<file path="src/hw/rtl/sm4_pkg.sv">
// Shared constants, tables and round functions of the SM4 cipher core.
`default_nettype none

package sm4_pkg;

    // Cipher geometry
    localparam int unsigned ROUNDS   = 32;
    localparam int unsigned WORD_W   = 32;
    localparam int unsigned BLOCK_W  = 128;
    localparam int unsigned HALF_W   = 64;
    localparam int unsigned RND_IDX_W = 5;

    // Configuration port geometry: three registers on an 8-byte stride
    localparam int unsigned APB_ADDR_W = 5;
    localparam int unsigned APB_DATA_W = 64;

    typedef logic [1:0] reg_idx_t;
    localparam reg_idx_t REG_KEY_HIGH     = 2'd0;
    localparam reg_idx_t REG_KEY_LOW      = 2'd1;
    localparam reg_idx_t REG_DECRYPT_MODE = 2'd2;

    typedef logic [WORD_W-1:0] word_t;
    typedef logic [BLOCK_W-1:0] block_t;

    // Key schedule system parameters
    localparam word_t FK0 = 32'ha3b1bac6;
    localparam word_t FK1 = 32'h56aa3350;
    localparam word_t FK2 = 32'h677d9197;
    localparam word_t FK3 = 32'hb27022dc;

    localparam logic [7:0] SBOX_TAB [0:255] = '{
        8'hd6,8'h90,8'he9,8'hfe,8'hcc,8'he1,8'h3d,8'hb7,
        8'h16,8'hb6,8'h14,8'hc2,8'h28,8'hfb,8'h2c,8'h05,
        8'h2b,8'h67,8'h9a,8'h76,8'h2a,8'hbe,8'h04,8'hc3,
        8'haa,8'h44,8'h13,8'h26,8'h49,8'h86,8'h06,8'h99,
        8'h9c,8'h42,8'h50,8'hf4,8'h91,8'hef,8'h98,8'h7a,
        8'h33,8'h54,8'h0b,8'h43,8'hed,8'hcf,8'hac,8'h62,
        8'he4,8'hb3,8'h1c,8'ha9,8'hc9,8'h08,8'he8,8'h95,
        8'h80,8'hdf,8'h94,8'hfa,8'h75,8'h8f,8'h3f,8'ha6,
        8'h47,8'h07,8'ha7,8'hfc,8'hf3,8'h73,8'h17,8'hba,
        8'h83,8'h59,8'h3c,8'h19,8'he6,8'h85,8'h4f,8'ha8,
        8'h68,8'h6b,8'h81,8'hb2,8'h71,8'h64,8'hda,8'h8b,
        8'hf8,8'heb,8'h0f,8'h4b,8'h70,8'h56,8'h9d,8'h35,
        8'h1e,8'h24,8'h0e,8'h5e,8'h63,8'h58,8'hd1,8'ha2,
        8'h25,8'h22,8'h7c,8'h3b,8'h01,8'h21,8'h78,8'h87,
        8'hd4,8'h00,8'h46,8'h57,8'h9f,8'hd3,8'h27,8'h52,
        8'h4c,8'h36,8'h02,8'he7,8'ha0,8'hc4,8'hc8,8'h9e,
        8'hea,8'hbf,8'h8a,8'hd2,8'h40,8'hc7,8'h38,8'hb5,
        8'ha3,8'hf7,8'hf2,8'hce,8'hf9,8'h61,8'h15,8'ha1,
        8'he0,8'hae,8'h5d,8'ha4,8'h9b,8'h34,8'h1a,8'h55,
        8'had,8'h93,8'h32,8'h30,8'hf5,8'h8c,8'hb1,8'he3,
        8'h1d,8'hf6,8'he2,8'h2e,8'h82,8'h66,8'hca,8'h60,
        8'hc0,8'h29,8'h23,8'hab,8'h0d,8'h53,8'h4e,8'h6f,
        8'hd5,8'hdb,8'h37,8'h45,8'hde,8'hfd,8'h8e,8'h2f,
        8'h03,8'hff,8'h6a,8'h72,8'h6d,8'h6c,8'h5b,8'h51,
        8'h8d,8'h1b,8'haf,8'h92,8'hbb,8'hdd,8'hbc,8'h7f,
        8'h11,8'hd9,8'h5c,8'h41,8'h1f,8'h10,8'h5a,8'hd8,
        8'h0a,8'hc1,8'h31,8'h88,8'ha5,8'hcd,8'h7b,8'hbd,
        8'h2d,8'h74,8'hd0,8'h12,8'hb8,8'he5,8'hb4,8'hb0,
        8'h89,8'h69,8'h97,8'h4a,8'h0c,8'h96,8'h77,8'h7e,
        8'h65,8'hb9,8'hf1,8'h09,8'hc5,8'h6e,8'hc6,8'h84,
        8'h18,8'hf0,8'h7d,8'hec,8'h3a,8'hdc,8'h4d,8'h20,
        8'h79,8'hee,8'h5f,8'h3e,8'hd7,8'hcb,8'h39,8'h48
    };

    // Apply the S-box to each byte of a word
    function automatic word_t sub_word(input word_t v);
        word_t r;
        r = {SBOX_TAB[v[31:24]], SBOX_TAB[v[23:16]], SBOX_TAB[v[15:8]], SBOX_TAB[v[7:0]]};
        return r;
    endfunction

    function automatic word_t rol(input word_t v, input int unsigned n);
        word_t r;
        r = (v << n) | (v >> (WORD_W - n));
        return r;
    endfunction

    // Cipher round transform: S-box then rotate-2/10/18/24 diffusion
    function automatic word_t round_t(input word_t v);
        word_t b;
        b = sub_word(v);
        return b ^ rol(b, 2) ^ rol(b, 10) ^ rol(b, 18) ^ rol(b, 24);
    endfunction

    // Key schedule transform: S-box then rotate-13/23 diffusion
    function automatic word_t key_t(input word_t v);
        word_t b;
        b = sub_word(v);
        return b ^ rol(b, 13) ^ rol(b, 23);
    endfunction

    // CK constant for round i: byte j is (4*i + j) * 7 mod 256
    function automatic word_t ck_word(input logic [RND_IDX_W-1:0] i);
        word_t w;
        for (int j = 0; j < 4; j++) begin
            w[31-8*j -: 8] = 8'({i, 2'(j)}) * 8'd7;
        end
        return w;
    endfunction

endpackage

`default_nettype wire

</file>
<file path="src/hw/rtl/sm4_key_sched.sv">
// Iterative key expander: derives the 32 round keys, one per cycle.
`default_nettype none

module sm4_key_sched (
    input  wire logic                                        aclk,
    input  wire logic                                        aresetn,
    input  wire logic                                        start,
    input  wire logic [sm4_pkg::HALF_W-1:0]                  key_high,
    input  wire logic [sm4_pkg::HALF_W-1:0]                  key_low,
    output logic                                             busy,
    output sm4_pkg::word_t                                   round_keys [sm4_pkg::ROUNDS]
);

    logic                             busy_reg;
    logic [sm4_pkg::RND_IDX_W-1:0]    cnt_reg;
    sm4_pkg::word_t                   w_reg [4];
    sm4_pkg::word_t                   rk_reg [sm4_pkg::ROUNDS];
    sm4_pkg::word_t                   rk_next;

    // Next round key from the sliding four-word window
    always_comb begin
        rk_next = w_reg[0] ^ sm4_pkg::key_t(w_reg[1] ^ w_reg[2] ^ w_reg[3] ^
                                            sm4_pkg::ck_word(cnt_reg));
    end

    // Control: restart on a key load, stop after the last round key
    always_ff @(posedge aclk) begin
        if (!aresetn) begin
            busy_reg <= 1'b1;
            cnt_reg  <= '0;
        end else if (start) begin
            busy_reg <= 1'b1;
            cnt_reg  <= '0;
        end else if (busy_reg) begin
            cnt_reg <= cnt_reg + 1'b1;
            if (cnt_reg == sm4_pkg::RND_IDX_W'(sm4_pkg::ROUNDS - 1)) begin
                busy_reg <= 1'b0;
            end
        end
    end

    // Window: load key xor FK, then advance one round a cycle
    always_ff @(posedge aclk) begin
        if (start) begin
            w_reg[0] <= key_high[63:32] ^ sm4_pkg::FK0;
            w_reg[1] <= key_high[31:0]  ^ sm4_pkg::FK1;
            w_reg[2] <= key_low[63:32]  ^ sm4_pkg::FK2;
            w_reg[3] <= key_low[31:0]   ^ sm4_pkg::FK3;
        end else if (busy_reg) begin
            w_reg[0] <= w_reg[1];
            w_reg[1] <= w_reg[2];
            w_reg[2] <= w_reg[3];
            w_reg[3] <= rk_next;
        end
    end

    // Store each round key as it is produced
    always_ff @(posedge aclk) begin
        if (!start && busy_reg) begin
            rk_reg[cnt_reg] <= rk_next;
        end
    end

    assign busy       = busy_reg;
    assign round_keys = rk_reg;

endmodule

`default_nettype wire

</file>
<file path="config.mk">
export PLATFORM = sky130hd
export DESIGN_NAME = sm4_key_sched
export DESIGN_NICKNAME = d
export VERILOG_FILES = /design/src/hw/rtl/sm4_pkg.sv /design/src/hw/rtl/sm4_key_sched.sv
export SDC_FILE = /design/constraint.sdc
export NUM_CORES = 2
export LEC_CHECK = 0
export ABC_AREA = 0
export BUFFER_PORTS_ARGS = -buffer_cell sky130_fd_sc_hd__buf_2
export CORE_AREA = 2 2 453 455
export CTS_CLUSTER_DIAMETER = 80
export CTS_CLUSTER_SIZE = 24
export DETAILED_ROUTE_END_ITERATION = 16
export DIE_AREA = 0 0 455 457
export HOLD_SLACK_MARGIN = 0.03
export PLACE_DENSITY = 0.43
export SETUP_SLACK_MARGIN = 0.15
export SYNTH_ARGS = -nofsm -noshare
export SYNTH_HDL_FRONTEND = slang
export SYNTH_SLANG_ARGS = --single-unit
</file>
<file path="constraint.sdc">
create_clock -name aclk -period 12.6 [get_ports aclk]
set_clock_uncertainty 0.05 [all_clocks]
set_input_delay 1.89 -clock aclk [delete_from_list [all_inputs] [get_ports aclk]]
set_output_delay 1.89 -clock aclk [all_outputs]
set_load 0.03 [all_outputs]
</file>
After elaboration in Yosys (flattened, before gate mapping):

Memories as Yosys holds them, arrays and structs flattened.
Cells that the tools add are included.

* flip-flop bits (word level): 1030
* bits in writable memories: 128
* bits in read-only memories: 8192
* input bits: 131
* memories: 5

Memories
* (name not given): depth 256, bits a word 8, rd ports 1, clocked after Yosys merged registers in 0, wr ports 0, line sm4_pkg.sv:69 `r = {SBOX_TAB[v[31:24]], SBOX_TAB[v[23:16]], SBOX_TAB[v[15:8]], SBOX_TAB[v[7:0]]};`
* (name not given): depth 256, bits a word 8, rd ports 1, clocked after Yosys merged registers in 0, wr ports 0, line sm4_pkg.sv:69
* (name not given): depth 256, bits a word 8, rd ports 1, clocked after Yosys merged registers in 0, wr ports 0, line sm4_pkg.sv:69
* (name not given): depth 256, bits a word 8, rd ports 1, clocked after Yosys merged registers in 0, wr ports 0, line sm4_pkg.sv:69
* w_reg: depth 4, bits a word 32, rd ports 4, clocked after Yosys merged registers in 0, wr ports 4, line sm4_key_sched.sv:16 `sm4_pkg::word_t w_reg [4];`

* add/subtract/negate cells: 1
* $mul: 4
* $lt $le $gt $ge: 6
* eq/ne operators: 1
* multiplexer cells: 22
* bitwise operators: 22
* reductions and logical operators: 4

Operators by type and width (count)
* 1024-bit bitwise mux: 1
* 32-bit XOR: 6
* 32-bit demux with 5-bit select: 1
* 32-bit two-way mux: 5
* 8-bit two-way mux: 8
* 9-bit >= comparator (second input constant): 4
* 8-bit inverter with 9-bit output: 4
* 32-bit by 13-bit OR with 32-bit output: 1
* 32-bit by 23-bit OR with 32-bit output: 1
* 14-bit inverter: 2
* 19-bit inverter: 1
* 17-bit inverter: 1
* 7-bit by 3-bit multiplier with 8-bit output (second input constant): 2
* 6-bit by 3-bit multiplier with 7-bit output (second input constant): 1
* 1-bit two-way mux: 7
* 6-bit >= comparator (second input constant): 1
* 6-bit by 1-bit < comparator with 1-bit output (second input constant): 1
* 5-bit by 3-bit multiplier with 6-bit output (second input constant): 1
* 5-bit inverter with 6-bit output: 1
* 5-bit by 1-bit adder with 5-bit output (second input constant): 1
* 5-bit equality test (second input constant): 1
* 1-bit OR: 4
* 1-bit logical AND: 2
* 2-bit OR reduction: 1
* 2 further kinds: 2

Depth between registers and ports, before layout:

An unclocked memory read counts as a cell.

* depth in word-level cells: 13
* mapped depth: 18
* mapped depth without buffers: 14

Least setup slack after synthesis:

OpenSTA, ideal clock, no wires.

* path type: flip-flop to flip-flop
* start: register cnt_reg[2] (netlist bit)
* end: memory w_reg[3][12] (netlist bit) (data pin)
* setup time: 0.139 ns
* arrival time: 5.193 ns
* required time: 12.411 ns
* slack: 7.218 ns
* cell stages (with the launch flop): 15
* clock period less this slack: 5.382 ns
* cell sequence: dfxtp_1 -> fa_1 -> fa_1 -> xor2_1 -> xnor2_1 -> clkbuf_1 -> clkbuf_1 -> clkbuf_1 -> o221ai_1 -> a31oi_1 -> a221oi_1 -> a31oi_1 -> xnor2_1 -> xnor2_1 -> mux2_2

RTL lines
* start: declaration: line sm4_key_sched.sv:15 `logic [sm4_pkg::RND_IDX_W-1:0] cnt_reg;`
* start signal: assignment: line sm4_key_sched.sv:35 `cnt_reg <= cnt_reg + 1'b1;`
* end: declaration: line sm4_key_sched.sv:16

Worst setup path after layout:

* start: register cnt_reg[0] (netlist bit)
* end: register rk_reg, in the netlist round_keys[746] (data pin)

* cells in the longest elaborated chain, start to end: 11

RTL lines
* branches (longest 1 deep; another with 7-bit by 3-bit multiplier with 8-bit output)
* 32-bit XOR (*): line sm4_key_sched.sv:22 `rk_next = w_reg[0] ^ sm4_pkg::key_t(w_reg[1] ^ w_reg[2] ^ w_reg[3] ^`
* 8-bit inverter with 9-bit output (not written as such): line sm4_pkg.sv:69
* memory 256 x 8 bit
* 8-bit two-way mux (not written as such) (2 in series): line sm4_pkg.sv:69
* 32-bit by 13-bit OR with 32-bit output: line sm4_pkg.sv:75 `r = (v << n) | (v >> (WORD_W - n));`
* 32-bit XOR: line sm4_pkg.sv:90 `return b ^ rol(b, 13) ^ rol(b, 23);`
* 32-bit XOR (*): line sm4_pkg.sv:90
* 32-bit XOR (*): line sm4_key_sched.sv:22
* net rk_next[10]: line sm4_key_sched.sv:18 `sm4_pkg::word_t rk_next;`
* 1024-bit bitwise mux (*): line sm4_key_sched.sv:60 `rk_reg[cnt_reg] <= rk_next;`
* end signal: indexed assignment: line sm4_key_sched.sv:60
* end: declaration: line sm4_key_sched.sv:17 `sm4_pkg::word_t rk_reg [sm4_pkg::ROUNDS];`

Mark *: on every way through the listed nets, which the timed path passes. The select of a mux whose other input is x is not followed.
A chain may end at the register's enable or synchronous reset.

==> run metrics <==
Max Cap Viol 0; R2R depth 14; Setup crit start kind flop; Worst-Margin Slew 1370 ps; Post-Syn Instances 3998; Synthesized Nets 4183; antenna viol nets, final 0; first-pass GRT wire length 370000 µm; Clock Pin Slew Worst Setup and Hold Paths ~80 ps; Post-DP HPWL a little under 200000 µm; gr ovfl total 0; Seq/Total Area, Yosys between 60% and 70%; XOR/XNOR Fraction of Synth Area under 10%; CTS sink count around 1200; # rows 166; final net count 5294; initial antenna violation count 27; core area roughly 200000 µm²; Synth top area share around two thirds; # H-tree levels 3; Die Ht between 400 and 500 µm; Vias/cell 5.46; Largest register FFs approximately 1000; Hold WC Path Type reg -> reg; Hold Path End w_reg[1][3]$_DFFE_PP_; Ys Warns 0; via count 42892; final WL between 200000 and 300000 µm; Total Neg Setup Slack 0 ps; final core occ a little under a third; DR WL/cell ~36 µm; FMAX 125 MHz; Yosys top cell by area edfxtp_1; Final setup viols 0; post-synthesis adder-cell area fraction under 10%; Final WS setup approximately 4600 ps; Die Footprint between 200000 and 250000 µm²; # hold bufs at CTS 0; Slew HR 7.43%; max-slew violation count 0; R2R setup slack 4600 ps; post-synthesis mux area share under 10%; pre-CTS WS 4690 ps; Compound-Gate Fraction of Synth Area about 15%; drc violations 0; Syn-to-layout area delta 24.4%; TritonCTS clock tree built; Worst R2R Start cnt_reg[0]$_SDFFE_PP0P_; Worst Path Class, Setup reg -> reg; Root Buffer Master clkbuf_16; hold_sp w_reg[2][3]$_DFFE_PP_; Unique masters post-synth 93; Buf/Inv on CP 3; number of port buffers about 1200; CTS Buf Count just over 80; GRT Util Overall between 20% and 30%; clk_lat worst skew 740 ps; drt first pass iters 8; starting density of the core roughly a quarter; ys async rst share 0%; critical path's slowest cell dfxtp_1; EDFF count, synth 1152; post-CTS repair timing setup buffer count 0; Area contributors post-synth edfxtp_1, nand2_1, a21oi_1; Critical Path RT 12920 ps; mean area per synthesized cell approximately 13 µm²; iteration-0 DRC count of the detailed router ~6000; CP endpoint kind flop; final hold violation count 0; slowest stage delay, CP slightly below 1000 ps; fraction of final layout cells sized beyond drive strength 1 between 30% and 40%; largest family of logic cells by synthesized area compound AO/OA/AOI/OAI gates; status finished clean; unrepaired setup endpoints after global routing no; number of global-route vias before repair roughly 40000; Yosys reg bits approximately 1200; Max FO, Critical Path 32; Largest delay share family, worst path compound AO/OA/AOI/OAI gates; RR Endpoint round_keys[746]$_DFFE_PP_; Post-CTS Resized 0; CTS max path bufs 3; Post-Syn Area ~52000 µm²; fin crit share 63.5%; GP Congestion 1.00; Main synth FF type edfxtp_1; CP arrival about 8300 ps; Final min period roughly 8000 ps; largest net degree at the start of global routing 87; die width around 460 µm; WHS Path Cells 2; area share of and/or/nand/nor cells after synthesis 8.78%; I/O pins 1156; worst path cell trace fa_1 > xnor2_1 > inv_1 > ha_1 > a21oi_1 > xor3_1 > buf_4 > nor2_1 > o21ai_0 > a211o_1 > a41o_1 > a32oi_1 > xnor3_1 > inv_2
[metal layers]
metal	global-route usage (%)	wire, µm	vias to the layer above
li1	-	-	17791
met1	32.0	107000	22013
met2	43.2	135000	2638
met3	5.51	23200	444
met4	11.1	14400	6
met5	0	36	-
[kinds of logic (layout without fill, tap and decap cells)]
kind of cell / count (synthesis) / in the layout
adders and majority gates: 55 / 55
DFF: 1158 / 1158
buffers and inverters: 351 / 1511
xor gates and xnor gates: 211 / 211
and+or+nand+nor: 1047 / 1047
muxes: 50 / 50
AOI/OAI and AO/OA: 1126 / 1126
other: 0 / 5
[area by class of cell]
type	instances	area, µm²
Tap cell	2688	3360
Inverter	40	151
Clock buffer	84	2040
Multi-Input combinational cell	2489	16700
Timing Repair Buffer	1339	7160
Antenna cell	5	12.5
Sequential cell	1158	34700
Fill cell	20748	138000
Clock inverter	48	686
[cells in the mapped netlist, types with 12 or more instances]
cell type  number
a2111oi_0      25
a211o_1        23
a211oi_1       71
a21oi_1       240
a221o_1        12
a221oi_1       37
a22oi_1        13
a311o_1        13
a311oi_1       38
a31oi_1        65
a32oi_1        17
and3_1         14
buf_1          35
buf_2          81
buf_4          12
clkbuf_1      183
edfxtp_1     1152
ha_1           47
inv_1          38
mux2_2         14
mux2i_1        32
nand2_1       427
nand2b_1       12
nand3_1        95
nand4_1        26
nor2_1        307
nor3_1         88
nor4_1         21
o2111ai_1      25
o211ai_1       65
o21a_1         21
o21ai_0       197
o21ai_1        13
o221ai_1       37
o22ai_1        43
o311ai_0       36
o31ai_1        20
o32ai_1        12
o41ai_1        14
or3_1          12
xnor2_1       129
xnor3_1        14
xor2_1         48
xor3_1         12
[per-stage QoR]
step	hold WS [ps]	area, µm²	cells
final	501	64900	7851
after global routing	532	64900	7848
after CTS	504	64800	7846
after detailed placement	484	62100	7714
after global placement	484	62100	7714
after floorplan	462	52100	3998
[worst register-to-register path, cell delays in order (launching register included)]
cell and delay (ps):
dfxtp_1 970, fa_1 650, xnor2_1 510, inv_1 180
ha_1 240, a21oi_1 360, xor3_1 490, buf_4 270
nor2_1 590, o21ai_0 430, a211o_1 370, a41o_1 230
a32oi_1 850, xnor3_1 510, inv_2 830
[placed cells by master (no fill, tap or decap), types with 17 or more instances in the layout]
| cell type | count |
|---|---|
| a211o_1 | 23 |
| o311ai_0 | 36 |
| edfxtp_1 | 1152 |
| o22ai_1 | 43 |
| o31ai_1 | 20 |
| o21a_1 | 21 |
| a221oi_1 | 37 |
| a211oi_1 | 71 |
| buf_4 | 184 |
| nor2_1 | 275 |
| o2111ai_1 | 25 |
| nor3_1 | 88 |
| nand3_1 | 95 |
| a2111oi_0 | 25 |
| nor2_4 | 32 |
| xnor2_1 | 93 |
| o211ai_1 | 65 |
| ha_1 | 47 |
| nand4_1 | 26 |
| mux2i_1 | 32 |
| a21oi_1 | 240 |
| nor4_1 | 21 |
| o21ai_0 | 197 |
| nand2_1 | 426 |
| a31oi_1 | 65 |
| clkbuf_16 | 81 |
| o221ai_1 | 37 |
| a32oi_1 | 17 |
| a311oi_1 | 38 |
| inv_1 | 29 |
| xnor2_2 | 36 |
| xor2_1 | 35 |
| buf_2 | 1155 |
[worst max-delay path by stage]
stage,cells after the start,endpoint,start,slack [ps]
after floorplan,14,w_reg[3][12]$_DFFE_PP_,cnt_reg[2]$_SDFFE_PP0P_,7220
after global placement,14,round_keys[650]$_DFFE_PP_,cnt_reg[0]$_SDFFE_PP0P_,4760
after detailed placement,14,round_keys[362]$_DFFE_PP_,cnt_reg[0]$_SDFFE_PP0P_,4690
after CTS,14,round_keys[10]$_DFFE_PP_,cnt_reg[0]$_SDFFE_PP0P_,4670
after global routing,14,round_keys[10]$_DFFE_PP_,cnt_reg[0]$_SDFFE_PP0P_,4360
final,14,round_keys[746]$_DFFE_PP_,cnt_reg[0]$_SDFFE_PP0P_,4600
Power is left out: the tool's default activity adds up to more than one toggle a clock period on the data nets, which glitch-free logic cannot reach.
